==> src/hdl/best_fit_range_allocator_defines.svh <==
// assertion macros shared by the allocator rtl
`ifndef BEST_FIT_RANGE_ALLOCATOR_DEFINES_SVH
`define BEST_FIT_RANGE_ALLOCATOR_DEFINES_SVH
`ifndef SYNTHESIS
`define BFRA_ASSERT(lbl, clk, rst_n, prop) \
	lbl: assert property (@(posedge clk) disable iff (!rst_n) prop) else $error("bfra check failed");
`define BFRA_NEVER(lbl, clk, rst_n, cond) \
	lbl: assert property (@(posedge clk) disable iff (!rst_n) !(cond)) else $error("bfra check failed");
`else
`define BFRA_ASSERT(lbl, clk, rst_n, prop)
`define BFRA_NEVER(lbl, clk, rst_n, cond)
`endif
`endif

==> src/hdl/bfra_pkg.sv <==
// types, codes and widths shared by the allocator modules
package bfra_pkg;
	localparam int HEAP_MAX_DEF = 1024;
	localparam int RANGES_DEF = 64;
	localparam int STALE_DEF = 64;

	localparam int CMD_W = 2;
	localparam int OFF_W = 10;
	localparam int CNT_W = 11;
	localparam int FRAME_W = 64;
	localparam int AGE_W = 16;
	localparam int STAT_W = 3;
	localparam int REL_W = 7;
	localparam int SUM_W = CNT_W + 2;

	typedef enum logic [CMD_W-1:0] {
		CMD_ALLOC = 2'd0,
		CMD_FREE = 2'd1,
		CMD_RELEASE = 2'd2,
		CMD_NONE = 2'd3
	} bfra_cmd_e;

	typedef enum logic [STAT_W-1:0] {
		ST_OK = 3'd0,
		ST_NO_SPACE = 3'd1,
		ST_BAD_COUNT = 3'd2,
		ST_QUEUE_FULL = 3'd3,
		ST_TABLE_FULL = 3'd4
	} bfra_status_e;

	typedef struct packed {
		logic [OFF_W-1:0] start;
		logic [CNT_W-1:0] size;
		logic [AGE_W-1:0] age;
	} bfra_range_t;

	typedef struct packed {
		logic [OFF_W-1:0] off;
		logic [CNT_W-1:0] size;
		logic [FRAME_W-1:0] frame;
	} bfra_stale_t;

	// controller to datapath
	typedef struct packed {
		logic load_item;
		logic scan_start;
		logic alloc_commit;
		logic push_commit;
		logic merge_commit;
		logic set_status;
		bfra_status_e status_code;
		logic out_load;
	} bfra_ctl_t;

	// datapath to controller
	typedef struct packed {
		bfra_cmd_e cmd;
		logic cnt_zero;
		logic cnt_gt_free;
		logic free_bad;
		logic queue_full;
		logic queue_empty;
		logic head_due;
		logic scan_done;
		logic best_found;
		logic merge_fail;
		logic out_free;
	} bfra_sts_t;
endpackage

==> src/hdl/bfra_ctrl.sv <==
// command sequencer for the allocator
`include "best_fit_range_allocator_defines.svh"
module bfra_ctrl (
	input logic clk,
	input logic arst_n,
	input logic in_accept,
	input bfra_pkg::bfra_sts_t sts,
	output bfra_pkg::bfra_ctl_t ctl,
	output logic idle
);
	import bfra_pkg::*;

	typedef enum logic [7:0] {
		S_IDLE = 8'b0000_0001,
		S_CHECK = 8'b0000_0010,
		S_FIT = 8'b0000_0100,
		S_REL_TEST = 8'b0000_1000,
		S_MSCAN = 8'b0001_0000,
		S_REL_WAIT = 8'b0010_0000,
		S_LSCAN = 8'b0100_0000,
		S_DONE = 8'b1000_0000
	} state_t;

	state_t state_q, state_nxt;

	assign idle = (state_q == S_IDLE);

	always_ff @(posedge clk or negedge arst_n) begin
		if (!arst_n) begin
			state_q <= S_IDLE;
		end else begin
			state_q <= state_nxt;
		end
	end

	always_comb begin
		ctl = '0;
		state_nxt = state_q;
		case (state_q)
			S_IDLE: begin
				if (in_accept) begin
					ctl.load_item = 1'b1;
					state_nxt = S_CHECK;
				end
			end
			S_CHECK: begin
				case (sts.cmd)
					CMD_ALLOC: begin
						ctl.scan_start = 1'b1;
						if (sts.cnt_zero) begin
							ctl.set_status = 1'b1;
							ctl.status_code = ST_BAD_COUNT;
							state_nxt = S_LSCAN;
						end else if (sts.cnt_gt_free) begin
							ctl.set_status = 1'b1;
							ctl.status_code = ST_NO_SPACE;
							state_nxt = S_LSCAN;
						end else begin
							state_nxt = S_FIT;
						end
					end
					CMD_FREE: begin
						ctl.scan_start = 1'b1;
						state_nxt = S_LSCAN;
						if (sts.cnt_zero || sts.free_bad) begin
							ctl.set_status = 1'b1;
							ctl.status_code = ST_BAD_COUNT;
						end else if (sts.queue_full) begin
							ctl.set_status = 1'b1;
							ctl.status_code = ST_QUEUE_FULL;
						end else begin
							ctl.push_commit = 1'b1;
						end
					end
					CMD_RELEASE: state_nxt = S_REL_TEST;
					default: begin
						ctl.scan_start = 1'b1;
						state_nxt = S_LSCAN;
					end
				endcase
			end
			S_FIT: begin
				if (sts.scan_done) begin
					if (sts.best_found) begin
						ctl.alloc_commit = 1'b1;
					end else begin
						ctl.set_status = 1'b1;
						ctl.status_code = ST_NO_SPACE;
					end
					ctl.scan_start = 1'b1;
					state_nxt = S_LSCAN;
				end
			end
			S_REL_TEST: begin
				ctl.scan_start = 1'b1;
				if (!sts.queue_empty && sts.head_due) begin
					state_nxt = S_MSCAN;
				end else begin
					state_nxt = S_LSCAN;
				end
			end
			S_MSCAN: begin
				if (sts.scan_done) begin
					if (sts.merge_fail) begin
						ctl.set_status = 1'b1;
						ctl.status_code = ST_TABLE_FULL;
						ctl.scan_start = 1'b1;
						state_nxt = S_LSCAN;
					end else begin
						ctl.merge_commit = 1'b1;
						state_nxt = S_REL_WAIT;
					end
				end
			end
			S_REL_WAIT: state_nxt = S_REL_TEST;
			S_LSCAN: begin
				if (sts.scan_done) begin
					state_nxt = S_DONE;
				end
			end
			S_DONE: begin
				if (sts.out_free) begin
					ctl.out_load = 1'b1;
					state_nxt = S_IDLE;
				end
			end
			default: state_nxt = S_IDLE;
		endcase
	end

	`BFRA_ASSERT(a_load_needs_room, clk, arst_n, ctl.out_load |-> sts.out_free)
	`BFRA_ASSERT(a_commit_after_scan, clk, arst_n, (ctl.alloc_commit || ctl.merge_commit) |-> sts.scan_done)
	`BFRA_ASSERT(a_item_then_check, clk, arst_n, in_accept |=> !idle)
endmodule

==> config.mk <==
export PLATFORM = sky130hd
export DESIGN_NAME = bfra_ctrl
export DESIGN_NICKNAME = d
export VERILOG_FILES = /design/src/hdl/bfra_pkg.sv /design/src/hdl/bfra_ctrl.sv
export VERILOG_INCLUDE_DIRS = /design/src /design/src/hdl
export SDC_FILE = /design/constraint.sdc
export NUM_CORES = 1
export LEC_CHECK = 0
export ABC_AREA = 1
export BUFFER_PORTS_ARGS = -buffer_cell sky130_fd_sc_hd__buf_2
export CORE_MARGIN = 10
export CORE_UTILIZATION = 50
export DETAILED_ROUTE_END_ITERATION = 12
export GPL_ROUTABILITY_DRIVEN = 0
export GPL_TIMING_DRIVEN = 1
export PLACE_DENSITY = 0.89
export SYNTH_ARGS = -nofsm -noshare
export SYNTH_HDL_FRONTEND = slang
export SYNTH_SLANG_ARGS = --single-unit
==> constraint.sdc <==
create_clock -name clk -period 2.8 [get_ports clk]
set_input_delay 0.14 -clock clk [delete_from_list [all_inputs] [get_ports clk]]
set_output_delay 0.14 -clock clk [all_outputs]
set_load 0.05 [all_outputs]
# After elaboration in Yosys (flattened, before gate mapping)
# Cells that the tools add are included.
classes:
  reduce_logical: 5
  eq_ne: 15
  muxes: 38
op_table:
  columns: ["operator", "count"]
  rows:
  - ["$pmux W8 S8", 1]
  - ["$mux W8", 5]
  - ["$mux W4", 7]
  - ["$mux W7", 4]
  - ["$pmux W8 S2", 1]
  - ["$mux W1", 15]
  - ["$pmux W4 S3", 1]
  - ["$ne A2 B2 Y1 const B", 5]
  - ["$eq A8 B1 Y1 const B", 1]
  - ["$eq A8 B2 Y1 const B", 1]
  - ["$eq A8 B3 Y1 const B", 1]
  - ["$eq A8 B4 Y1 const B", 1]
  - ["$eq A8 B5 Y1 const B", 1]
  - ["$eq A8 B6 Y1 const B", 1]
  - ["$eq A8 B7 Y1 const B", 1]
  - ["$eq A8 B8 Y1 const B", 1]
  - ["$pmux W4 S2", 1]
  - ["$mux W5", 1]
  - ["$reduce_and A5 Y1", 1]
  - ["$pmux W1 S4", 1]
  - ["$eq A2 B1 Y1 const B", 1]
  - ["$eq A2 B2 Y1 const B", 1]
  - ["$logic_not A2 Y1", 1]
  - ["$mux W2", 1]
  - ["other kinds (3)", 3]
word_totals:
  out_inout_bits: 11
  ff_bits: 8
  inputBits: 15

# Longest topological paths before layout
# Gate-level depths: netlist of the first run.
depth:
  ltp_word: 4
  mapped_depth: 10
  ltp_nobuf: 10

# Least setup slack after synthesis of the first run
# OpenSTA, ideal clock, no wires.
synth_timing:
  path_type: "register to output"
  from: "register state_q[6]"
  to: "output ctl[6] (netlist name)"
  required_time_ns: 2.660
  path_stages_with_launch: 6
  arrival_ns: 1.835
  path_slack_ns: 0.825
  cell_sequence: "dfrtp_1 > inv_2 > nand2_4 > nor2_8 > nand2_1 > nor3_1"
synth_rtl:
  columns: ["item", "line", "text"]
  rows:
  - ["start, declared", "bfra_ctrl.sv:24", "state_t state_q, state_nxt;"]
  - ["start signal, assigned", "bfra_ctrl.sv:32", "state_q <= state_nxt;"]
  - ["end, declared", "bfra_ctrl.sv:8", "output bfra_pkg::bfra_ctl_t ctl,"]

==> summary.txt, run 1 <==
STA
  – RSZ-0062 raised after global routing: false
  – Layout Skew: 0.00669 ns
  – Max-slew violations: 0
  – Fin crit period: 1.80 ns
  – Final number of setup-violating endpoints: 0
  – Slew headroom: 0.846
  – Tightest Pin Transition: 0.229 ns
  – Max Clock Freq: 557 MHz
  – Final period util: 0.641
  – Final hold vios: 0
  – Setup TNS: 0 ns

Floorplan
  – Die X: 59.7 um
  – Die area: 3560 um^2
  – Std-Cell Rows: 14
  – IO Pins: 26
  – CORE AREA: 1510 um^2
  – Initial Utilization: 0.523
  – Die Y-Extent: 59.7 um

Global route
  – GRT Total Usage: 0.123
  – Total grt overflow: 0
  – Vias in the first global route: 920
  – Largest net degree at the start of global routing: 9
  – Initial antenna violation count: 0
  – First-pass GRT wire length: 3.53 mm

Worst setup path
  – Crit path max-delay family: simple AND/OR/NAND/NOR gates
  – Crit path largest cell delay: 0.40 ns
  – Most frequent CP cell: inv_2
  – CP required: 2.66 ns
  – Setup Crit Path Kind: flop to output port
  – Critical path peak fanout: 6
  – CP cell instances: inv_2, nand2_4, nor2_8, nand3_1, nor2_2, inv_2, o211ai_1, buf_2
  – CP Buf/Inv Count: 3
  – Startpoint Class: flop
  – Slowest cell on crit path: dfrtp_1
  – Worst Path Arrival: 1.66 ns
  – CP endpoint kind: output port

Power
  – Maximum vdd drop: 481 uV
  – Power Density: 921 nW/um^2
  – Clock power frac: 0.116
  – Power, Total: 0.000893 W
  – Logic pwr share: 0.686
  – NetSw: 0.000499 W
  – Leak pwr: 0.572 nW
  – Sequential Power Share: 0.199
  – Int Power: 0.000395 W
  – Sw frac: 0.558

Logic synthesis
  – Leading post-synthesis cells by cell area: dfrtp_1, nand2_1, nand2_4
  – Post-synthesis simple-gate area fraction: 0.560
  – Largest family of logic cells by synthesized area: simple AND/OR/NAND/NOR gates
  – Post-Synth XOR/XNOR Area: 0
  – Compound-Gate Fraction of Synth Area: 0.0651
  – Synthesized area: 788 um^2
  – Yosys reg bits: 8
  – Syn avg cell area: 6.41 um^2
  – Post-synthesis net count: 138
  – Yosys top cell area share: 0.222
  – Yosys warning count: 0
  – Post-synth cell types: 19
  – Post-Syn Instances: 123
  – Yosys top cell by area: dfrtp_1
  – Seq/Total Area, Yosys: 0.256
  – Multiplexer share of the synthesized area: 0
  – Adder-cell area share of the yosys netlist: 0

Layout
  – Most frequent cells in the layout: nand2_1, buf_2, inv_1
  – Diode count: 0
  – # nets final: 169
  – Max FFs per register: 8
  – Synth-to-layout area growth: 23.0%
  – Share of layout cells above drive strength 1: 0.373
  – Reg with most FFs: state_q
  – Largest regs: state_q x8
  – Most common cell after layout, fill and taps aside: nand2_1

Worst hold path
  – Class of the worst hold path: primary input to flop

Route
  – Routed vias: 840
  – DRT iter0 DRCs: 25
  – DRT antenna net count: 0
  – Average wire per standard cell: 11.8 um
  – Vias per std cell: 4.97
  – DRT Wirelength: 1.99 mm
  – DRC: 0
  – First-pass DRT Iterations: 4

Place
  – Buffers on Ports: 25
  – DP HPWL: 1.70 mm

Job
  – Max Cap Viol: 0

Clocking
  – Clk sinks: 8
  – Worst-case clock buffer depth: 2
  – Root Buffer: clkbuf_4
  – H-Tree Depth: 1
  – Clock tree from TritonCTS: yes
  – CTS Buf Count: 3
  – Clk_lat worst skew: 0.27 ns
  – Reg clk slew, reported paths: 0.06 ns
  – Setup Fix Bufs, Post-CTS: 0

Run status
  – Status: complete, no violations
final cells by class:
| cell class | count | area (um^2) |
|---|---|---|
| clock buffers | 4 | 26.3 |
| inverters | 25 | 93.8 |
| flip-flops and latches | 8 | 201 |
| well taps | 16 | 20.0 |
| fillers | 137 | 537 |
| multi-input cells | 90 | 493 |
| repair buffers | 26 | 135 |
worst paths after layout:
check	from	end	depth (start not counted)	slack (ns)
min in group asynchronous	arst_n	state_q[7]	2	0.24
max in group asynchronous	arst_n	state_q[0]	2	2.32
max reg2reg	state_q[2]	state_q[2]	10	1.46
max	state_q[2]	ctl[4]	8	1.00
min	sts[1]	state_q[5]	2	0.07
min reg2reg	state_q[6]	state_q[6]	2	0.54
what timing repair did:
| action | in CTS | in global routing |
|---|---|---|
| endpoints found under the hold margin | 8 | 0 |
| setup endpoints to repair | 0 | 0 |
| resized for setup | 0 | 0 |
| hold buffers | 1 | 0 |
power by group through the flow:
| stage | registers, W | logic, W | clock network (W) |
|---|---|---|---|
| after CTS | 0.000178 | 0.000616 | 0.000101 |
| after detailed placement | 0.000180 | 0.000611 | 0 |
| final | 0.000177 | 0.000613 | 0.000103 |
| after global routing | 0.000183 | 0.000676 | 0.000109 |
| after floorplan | 0.000175 | 0.000503 | 0 |
| after global placement | 0.000178 | 0.000596 | 0 |
synthesized netlist by cell type:
library cell  instances
nand4_1               3
o21ai_0               3
nor3_1                3
o22ai_1               1
dfstp_2               1
nor2_1               14
nand3_1               9
o211ai_1              1
o31ai_1               1
nand3_2               2
nand2_2               2
nand2_1              34
inv_1                15
nor2_8                2
nand2_4               7
inv_2                10
o21ai_1               3
nor2_2                5
dfrtp_1               7
stage by stage:
step           hold slack [ns]  cell area, um^2  utilization  std cells  setup WS, ns
2_1_floorplan           -0.156              788            -        123         0.825
5_1_grt                 0.0756              970        0.644        169         0.905
4_1_cts                 0.0687              970        0.644        169          1.01
3_3_place_gp          -0.00862              933        0.620        164          1.35
6_report                0.0658              970        0.644        169          1.00
3_5_place_dp          -0.00404              933        0.620        164          1.30
per-layer routing:
layer / up-vias / GRT usage / part of all wire
met2: 30 / 0.197 / 0.44
met1: 365 / 0.143 / 0.48
met3: 5 / 0.0403 / 0.059
li1: 440 / - / -
met5: - / 0 / 0
met4: 0 / 0.0577 / 0.022
logic make-up after synthesis:
group / after synthesis
AOI/OAI and AO/OA: 9
buffers and inverters: 25
DFF: 8
and+or+nand+nor: 81
(Power assumes the default switching activity.)
==> run 2, diff against run 1 <==
--- a/config.mk
+++ b/config.mk
@@ -8,12 +8,13 @@
 export LEC_CHECK = 0
 export ABC_AREA = 1
 export BUFFER_PORTS_ARGS = -buffer_cell sky130_fd_sc_hd__buf_2
+export CORE_ASPECT_RATIO = 1.25
 export CORE_MARGIN = 10
-export CORE_UTILIZATION = 50
+export CORE_UTILIZATION = 44
 export DETAILED_ROUTE_END_ITERATION = 12
 export GPL_ROUTABILITY_DRIVEN = 0
 export GPL_TIMING_DRIVEN = 1
-export PLACE_DENSITY = 0.89
+export PLACE_DENSITY = 0.84
 export SYNTH_ARGS = -nofsm -noshare
 export SYNTH_HDL_FRONTEND = slang
 export SYNTH_SLANG_ARGS = --single-unit
==> constraint.sdc (replaced) <==
create_clock -name clk -period 1.57 [get_ports clk]
set_input_delay 0.0785 -clock clk [delete_from_list [all_inputs] [get_ports clk]]
set_output_delay 0.0785 -clock clk [all_outputs]
set_load 0.05 [all_outputs]
==> run 2 against run 1 <==
The flow now finishes with violations (setup timing). Hold slack got worse by 0.027 ns. Flip-flop and latch count did not move. Wire length rose by 8.5%. Final area rose by 13%. Power rose by 95%. Via count rose by 5.1%. First-iteration DRC count rose by 48%. Clock skew rose by 0.0032 ns. Clock-buffer cell count did not move. Combinational power rose by 100%. Global-route usage fell by 0.74 points. Critical path type unchanged. Largest power group unchanged.
==> summary.txt, run 2 (synthesized netlist as in run 1, its figures left out) <==
Run status
  – Status: complete, but fails checks
  – Failing checks: setup timing

Worst setup path
  – Worst Path Arrival: 1.54 ns
  – Setup Crit Path Kind: flop to output port
  – Startpoint Class: flop
  – Crit path largest cell delay: 0.40 ns
  – Critical path peak fanout: 7
  – CP required: 1.49 ns
  – CP cell instances: inv_2, nand2_4, nor2_8, nand3_2, o211ai_1, buf_4
  – CP endpoint kind: output port
  – Slowest cell on crit path: dfrtp_1

Route
  – DRT iter0 DRCs: 37
  – Met3 wire length: 80 um
  – Average wire per standard cell: 12.2 um
  – DRC: 0
  – DRT Wirelength: 2.16 mm
  – First-pass DRT Iterations: 4
  – Routed vias: 883
  – Met2 wire length: 1.19 mm
  – Vias per std cell: 4.99
  – DR top layer: met4
  – M1 WL: 795 um
  – DRT antenna net count: 0

STA
  – Fin crit period: 1.62 ns
  – Max Clock Freq: 619 MHz
  – Layout Skew: 0.00990 ns
  – Tightest Pin Transition: 0.258 ns
  – Final worst slack: -0.0454 ns
  – Final number of setup-violating endpoints: 2
  – Final hold vios: 0
  – RSZ-0062 raised after global routing: true
  – Max-slew violations: 0
  – Hold_ws: 0.0393 ns
  – Slew headroom: 0.828
  – Final period util: 1.03
  – Setup TNS: -0.0514 ns

Power
  – Maximum vdd drop: 1220 uV
  – Logic pwr share: 0.718
  – Sw frac: 0.536
  – Leak pwr: 0.601 nW
  – NetSw: 0.000932 W
  – Clock power frac: 0.101
  – Sequential Power Share: 0.180
  – Power Density: 1590 nW/um^2
  – Int Power: 0.000807 W

Layout
  – Most frequent cells in the layout: nand2_1, buf_2, inv_1
  – Most common cell after layout, fill and taps aside: nand2_1
  – Reg with most FFs: state_q
  – Share of layout cells above drive strength 1: 0.418
  – Diode count: 0
  – Max FFs per register: 8
  – Synth-to-layout area growth: 38.6%
  – Core Util, Final: 0.626
  – Largest regs: state_q x8
  – # nets final: 174

Place
  – Buffers on Ports: 25
  – DP HPWL: 1.77 mm

Clocking
  – CTS Buf Count: 3
  – Clk sinks: 8
  – H-Tree Depth: 1
  – Reg clk slew, reported paths: 0.06 ns
  – Clock tree from TritonCTS: yes
  – Root Buffer: clkbuf_4
  – Worst-case clock buffer depth: 2
  – Clk_lat worst skew: 0.27 ns

Job
  – Max Cap Viol: 0

Global route
  – First-pass GRT wire length: 3.62 mm
  – Initial antenna violation count: 0
  – Largest net degree at the start of global routing: 9
  – GRT Total Usage: 0.116
  – Vias in the first global route: 928
  – Total grt overflow: 0

Floorplan
  – Initial Utilization: 0.452
  – Std-Cell Rows: 17
  – Die X: 57.9 um
  – CORE AREA: 1740 um^2
  – Die Y-Extent: 67.3 um
  – IO Pins: 26
  – Die area: 3890 um^2

Worst hold path
  – Class of the worst hold path: primary input to flop
[run 2: cell count changes in the layout (fill, tap and decap cells not counted), sizes merged]
cell	delta
buf	+4
clkbuf	+1
[run 2: worst max-delay path, delay by kind of cell, from the launching register on]
kind	cells	cell delay, ns
simple gates	3	0.37
flops	1	0.40
compound gates	1	0.18
buf+inv	2	0.31
[run 2: area by class of cell]
class                   count  area [um^2]
well taps                  19         23.8
clock buffers               4         26.3
multi-input cells          90          541
fillers                   157          652
repair buffers             31          206
flip-flops and latches      8          201
inverters                  25         93.8
[run 2: power by group through the flow]
stage	Combinational [W]	Sequential (W)	Clock (W)
2_1_floorplan	0.000920	0.000313	0
3_3_place_gp	0.00109	0.000316	0
3_5_place_dp	0.00111	0.000319	0
4_1_cts	0.00120	0.000312	0.000176
5_1_grt	0.00136	0.000320	0.000189
6_report	0.00125	0.000313	0.000176
[run 2: repair_timing]
action,CTS,global route
hold endpoints to repair,8,0
resized for setup,4,13
pin swaps,3,1
setup endpoints to repair,6,11
hold buffers,1,0
setup buffers,3,2
[run 2: path summary, 6_finish.rpt]
check / start / to / slack [ns] / cells after the start
setup reg to reg: state_q[6] / state_q[2] / 0.14 / 11
setup / recovery: state_q[6] / ctl[4] / -0.05 / 6
max in group asynchronous: arst_n / state_q[0] / 1.14 / 2
hold / removal: sts[1] / state_q[5] / 0.04 / 2
min in group asynchronous: arst_n / state_q[6] / 0.18 / 2
hold reg to reg: state_q[2] / state_q[2] / 0.63 / 4
[run 2: through the flow]
step	std cells	area [um^2]	total power [W]	setup WS, ns
6_report	177	1090	0.00174	-0.0454
5_1_grt	177	1090	0.00187	-0.135
4_1_cts	175	1050	0.00169	-0.0343
3_5_place_dp	167	980	0.00142	0.167
3_3_place_gp	167	980	0.00141	0.188
2_1_floorplan	123	831	0.00123	-0.0999
[run 2: metal layers]
layer  track usage  vias to the layer above
met4        0.0971                        0
met2         0.212                       26
met3        0.0169                        9
li1              -                      450
met1         0.111                      398
met5             0                        -
==> run 3, diff against run 2 <==
--- a/config.mk
+++ b/config.mk
@@ -15,6 +15,7 @@
 export GPL_ROUTABILITY_DRIVEN = 0
 export GPL_TIMING_DRIVEN = 1
 export PLACE_DENSITY = 0.84
+export SETUP_SLACK_MARGIN = 0.15
 export SYNTH_ARGS = -nofsm -noshare
 export SYNTH_HDL_FRONTEND = slang
 export SYNTH_SLANG_ARGS = --single-unit
==> run 3 against run 2 <==
Largest power group unchanged. Die area did not move. The run still ends with setup timing left. Critical endpoint unchanged. Sequential share of layout area shrank 3.7 points. Wire length grew 40%. Core utilization grew 16 points. Highest routed layer unchanged.
==> summary.txt, run 3 (synthesized netlist as in run 1, its figures left out) <==
STA
  – Final worst slack: -0.112 ns
  – Layout Skew: 0.0177 ns
  – Max Clock Freq: 594 MHz
  – Max-slew violations: 0
  – Tightest Pin Transition: 0.304 ns
  – RSZ-0062 raised after global routing: true
  – Final number of setup-violating endpoints: 10
  – Final period util: 1.07
  – Fin crit period: 1.68 ns
  – Slew headroom: 0.797
  – Final hold vios: 0
  – Hold_ws: 0.0754 ns

Floorplan
  – Die X: 57.9 um
  – Die Y-Extent: 67.3 um
  – Die area: 3890 um^2
  – IO Pins: 26
  – Initial Utilization: 0.452
  – Std-Cell Rows: 17
  – CORE AREA: 1740 um^2

Clocking
  – Root Buffer: clkbuf_4
  – Worst-case clock buffer depth: 2
  – CTS Buf Count: 3
  – Reg clk slew, reported paths: 0.07 ns
  – Clock tree from TritonCTS: yes
  – H-Tree Depth: 1
  – Clk sinks: 8
  – Clk_lat worst skew: 0.28 ns

Run status
  – Status: complete, but fails checks
  – Failing checks: setup timing

Power
  – Sw frac: 0.530
  – Logic pwr share: 0.783
  – NetSw: 0.00125 W
  – Sequential Power Share: 0.135
  – Int Power: 0.00111 W
  – Leak pwr: 0.715 nW
  – Power Density: 1730 nW/um^2
  – Maximum vdd drop: 1430 uV
  – Clock power frac: 0.082

Worst setup path
  – Critical path peak fanout: 3
  – CP endpoint kind: output port
  – Worst Path Arrival: 1.60 ns
  – Slowest cell on crit path: dfrtp_1
  – Crit path largest cell delay: 0.40 ns
  – Worst R2R Start: state_q[4]
  – Setup Crit Path Kind: flop to output port
  – CP cell instances: inv_2, nand2_4, nor2_4, nand3_4, nor2_4, inv_2, o211ai_1, buf_4
  – Startpoint Class: flop
  – Worst Setup SP: state_q[7]
  – CP required: 1.49 ns

Global route
  – Vias in the first global route: 1053
  – Initial antenna violation count: 0
  – Largest net degree at the start of global routing: 9
  – Total grt overflow: 0
  – GRT Total Usage: 0.136
  – First-pass GRT wire length: 4.32 mm

Route
  – DRT Wirelength: 3.03 mm
  – First-pass DRT Iterations: 4
  – DRT iter0 DRCs: 27
  – Vias per std cell: 5.34
  – Routed vias: 998
  – DRC: 0
  – DRT antenna net count: 0
  – Average wire per standard cell: 16.2 um

Place
  – DP HPWL: 1.85 mm
  – Buffers on Ports: 25
  – Area after DPL: 993 um^2

Layout
  – Diode count: 0
  – Multi-input logic area: 669 um^2
  – Fill cells: 103
  – Synth-to-layout area growth: 73.0%
  – Max FFs per register: 8
  – Reg with most FFs: state_q
  – Most frequent cells in the layout: nand2_1, inv_1, buf_2
  – Most common cell after layout, fill and taps aside: nand2_1
  – Share of layout cells above drive strength 1: 0.548
  – Design Area, Final: 1360 um^2
  – # nets final: 184
  – Storage element area: 201 um^2
  – Largest regs: state_q x8

Worst hold path
  – Hold path startpoint: sts[1]
  – Class of the worst hold path: primary input to flop

Job
  – Max Cap Viol: 0
-- run 3: cell types whose count changed in the layout (fill, tap and decap cells not counted), sizes merged --
cell    previous run  this run
buf               29        40
clkbuf             5         4
-- run 3: cell type report --
class | count | area share
multi-input cells | 90 | 0.491
repair buffers | 41 | 0.252
flip-flops and latches | 8 | 0.148
inverters | 25 | 0.0725
clock buffers | 4 | 0.0193
well taps | 19 | 0.0174
-- run 3: power by group through the flow --
| stage | Sequential (W) | Clock [W] | Combinational, W |
|---|---|---|---|
| floorplan | 0.000313 | 0 | 0.000929 |
| global placement | 0.000316 | 0 | 0.00110 |
| detailed placement | 0.000323 | 0 | 0.00112 |
| CTS | 0.000315 | 0.000175 | 0.00156 |
| global route | 0.000324 | 0.000208 | 0.00198 |
| finish | 0.000319 | 0.000194 | 0.00185 |
-- run 3: metal layers --
| layer | track usage | wire, um | vias up |
|---|---|---|---|
| met4 | 0.0706 | 161 | 0 |
| met1 | 0.134 | 1060 | 468 |
| met3 | 0.0319 | 155 | 15 |
| met2 | 0.257 | 1650 | 45 |
| li1 | - | - | 470 |
| met5 | 0 | 0 | - |
-- run 3: worst max-delay path: cells and delay by family (launching register included) --
kind                   cells  cell delay [ns]
and+or+nand+nor            4             0.46
DFF                        1             0.40
buffers and inverters      3             0.38
AOI/OAI and AO/OA          1             0.07
-- run 3: final timing paths --
| kind | end | slack, ns | cells after the start |
|---|---|---|---|
| min in group asynchronous | state_q[4] | 0.17 | 2 |
| max reg2reg | state_q[2] | -0.04 | 11 |
| max in group asynchronous | state_q[0] | 1.14 | 2 |
| max | ctl[4] | -0.11 | 8 |
| min reg2reg | state_q[2] | 0.64 | 4 |
| min | state_q[5] | 0.08 | 2 |
-- run 3: stage by stage --
stage / TNS, ns / instances / utilization / setup WS (ns) / power, W
2_1_floorplan: -0.138 / 123 / - / -0.0999 / 0.00124
4_1_cts: -0.0731 / 178 / 0.701 / -0.0594 / 0.00205
5_1_grt: -1.45 / 187 / 0.782 / -0.199 / 0.00251
6_report: -0.533 / 187 / 0.782 / -0.112 / 0.00236
3_5_place_dp: 0 / 167 / 0.570 / 0.159 / 0.00145
3_3_place_gp: 0 / 167 / 0.570 / 0.198 / 0.00142
-- run 3: timing repair --
| item | in CTS | in global routing |
|---|---|---|
| hold endpoints to repair | 8 | 0 |
| pin swaps | 16 | 11 |
| hold buffers | 1 | 0 |
| buffers inserted | 6 | 9 |
| gates resized for setup | 37 | 18 |
| setup endpoints to repair | 11 | 15 |
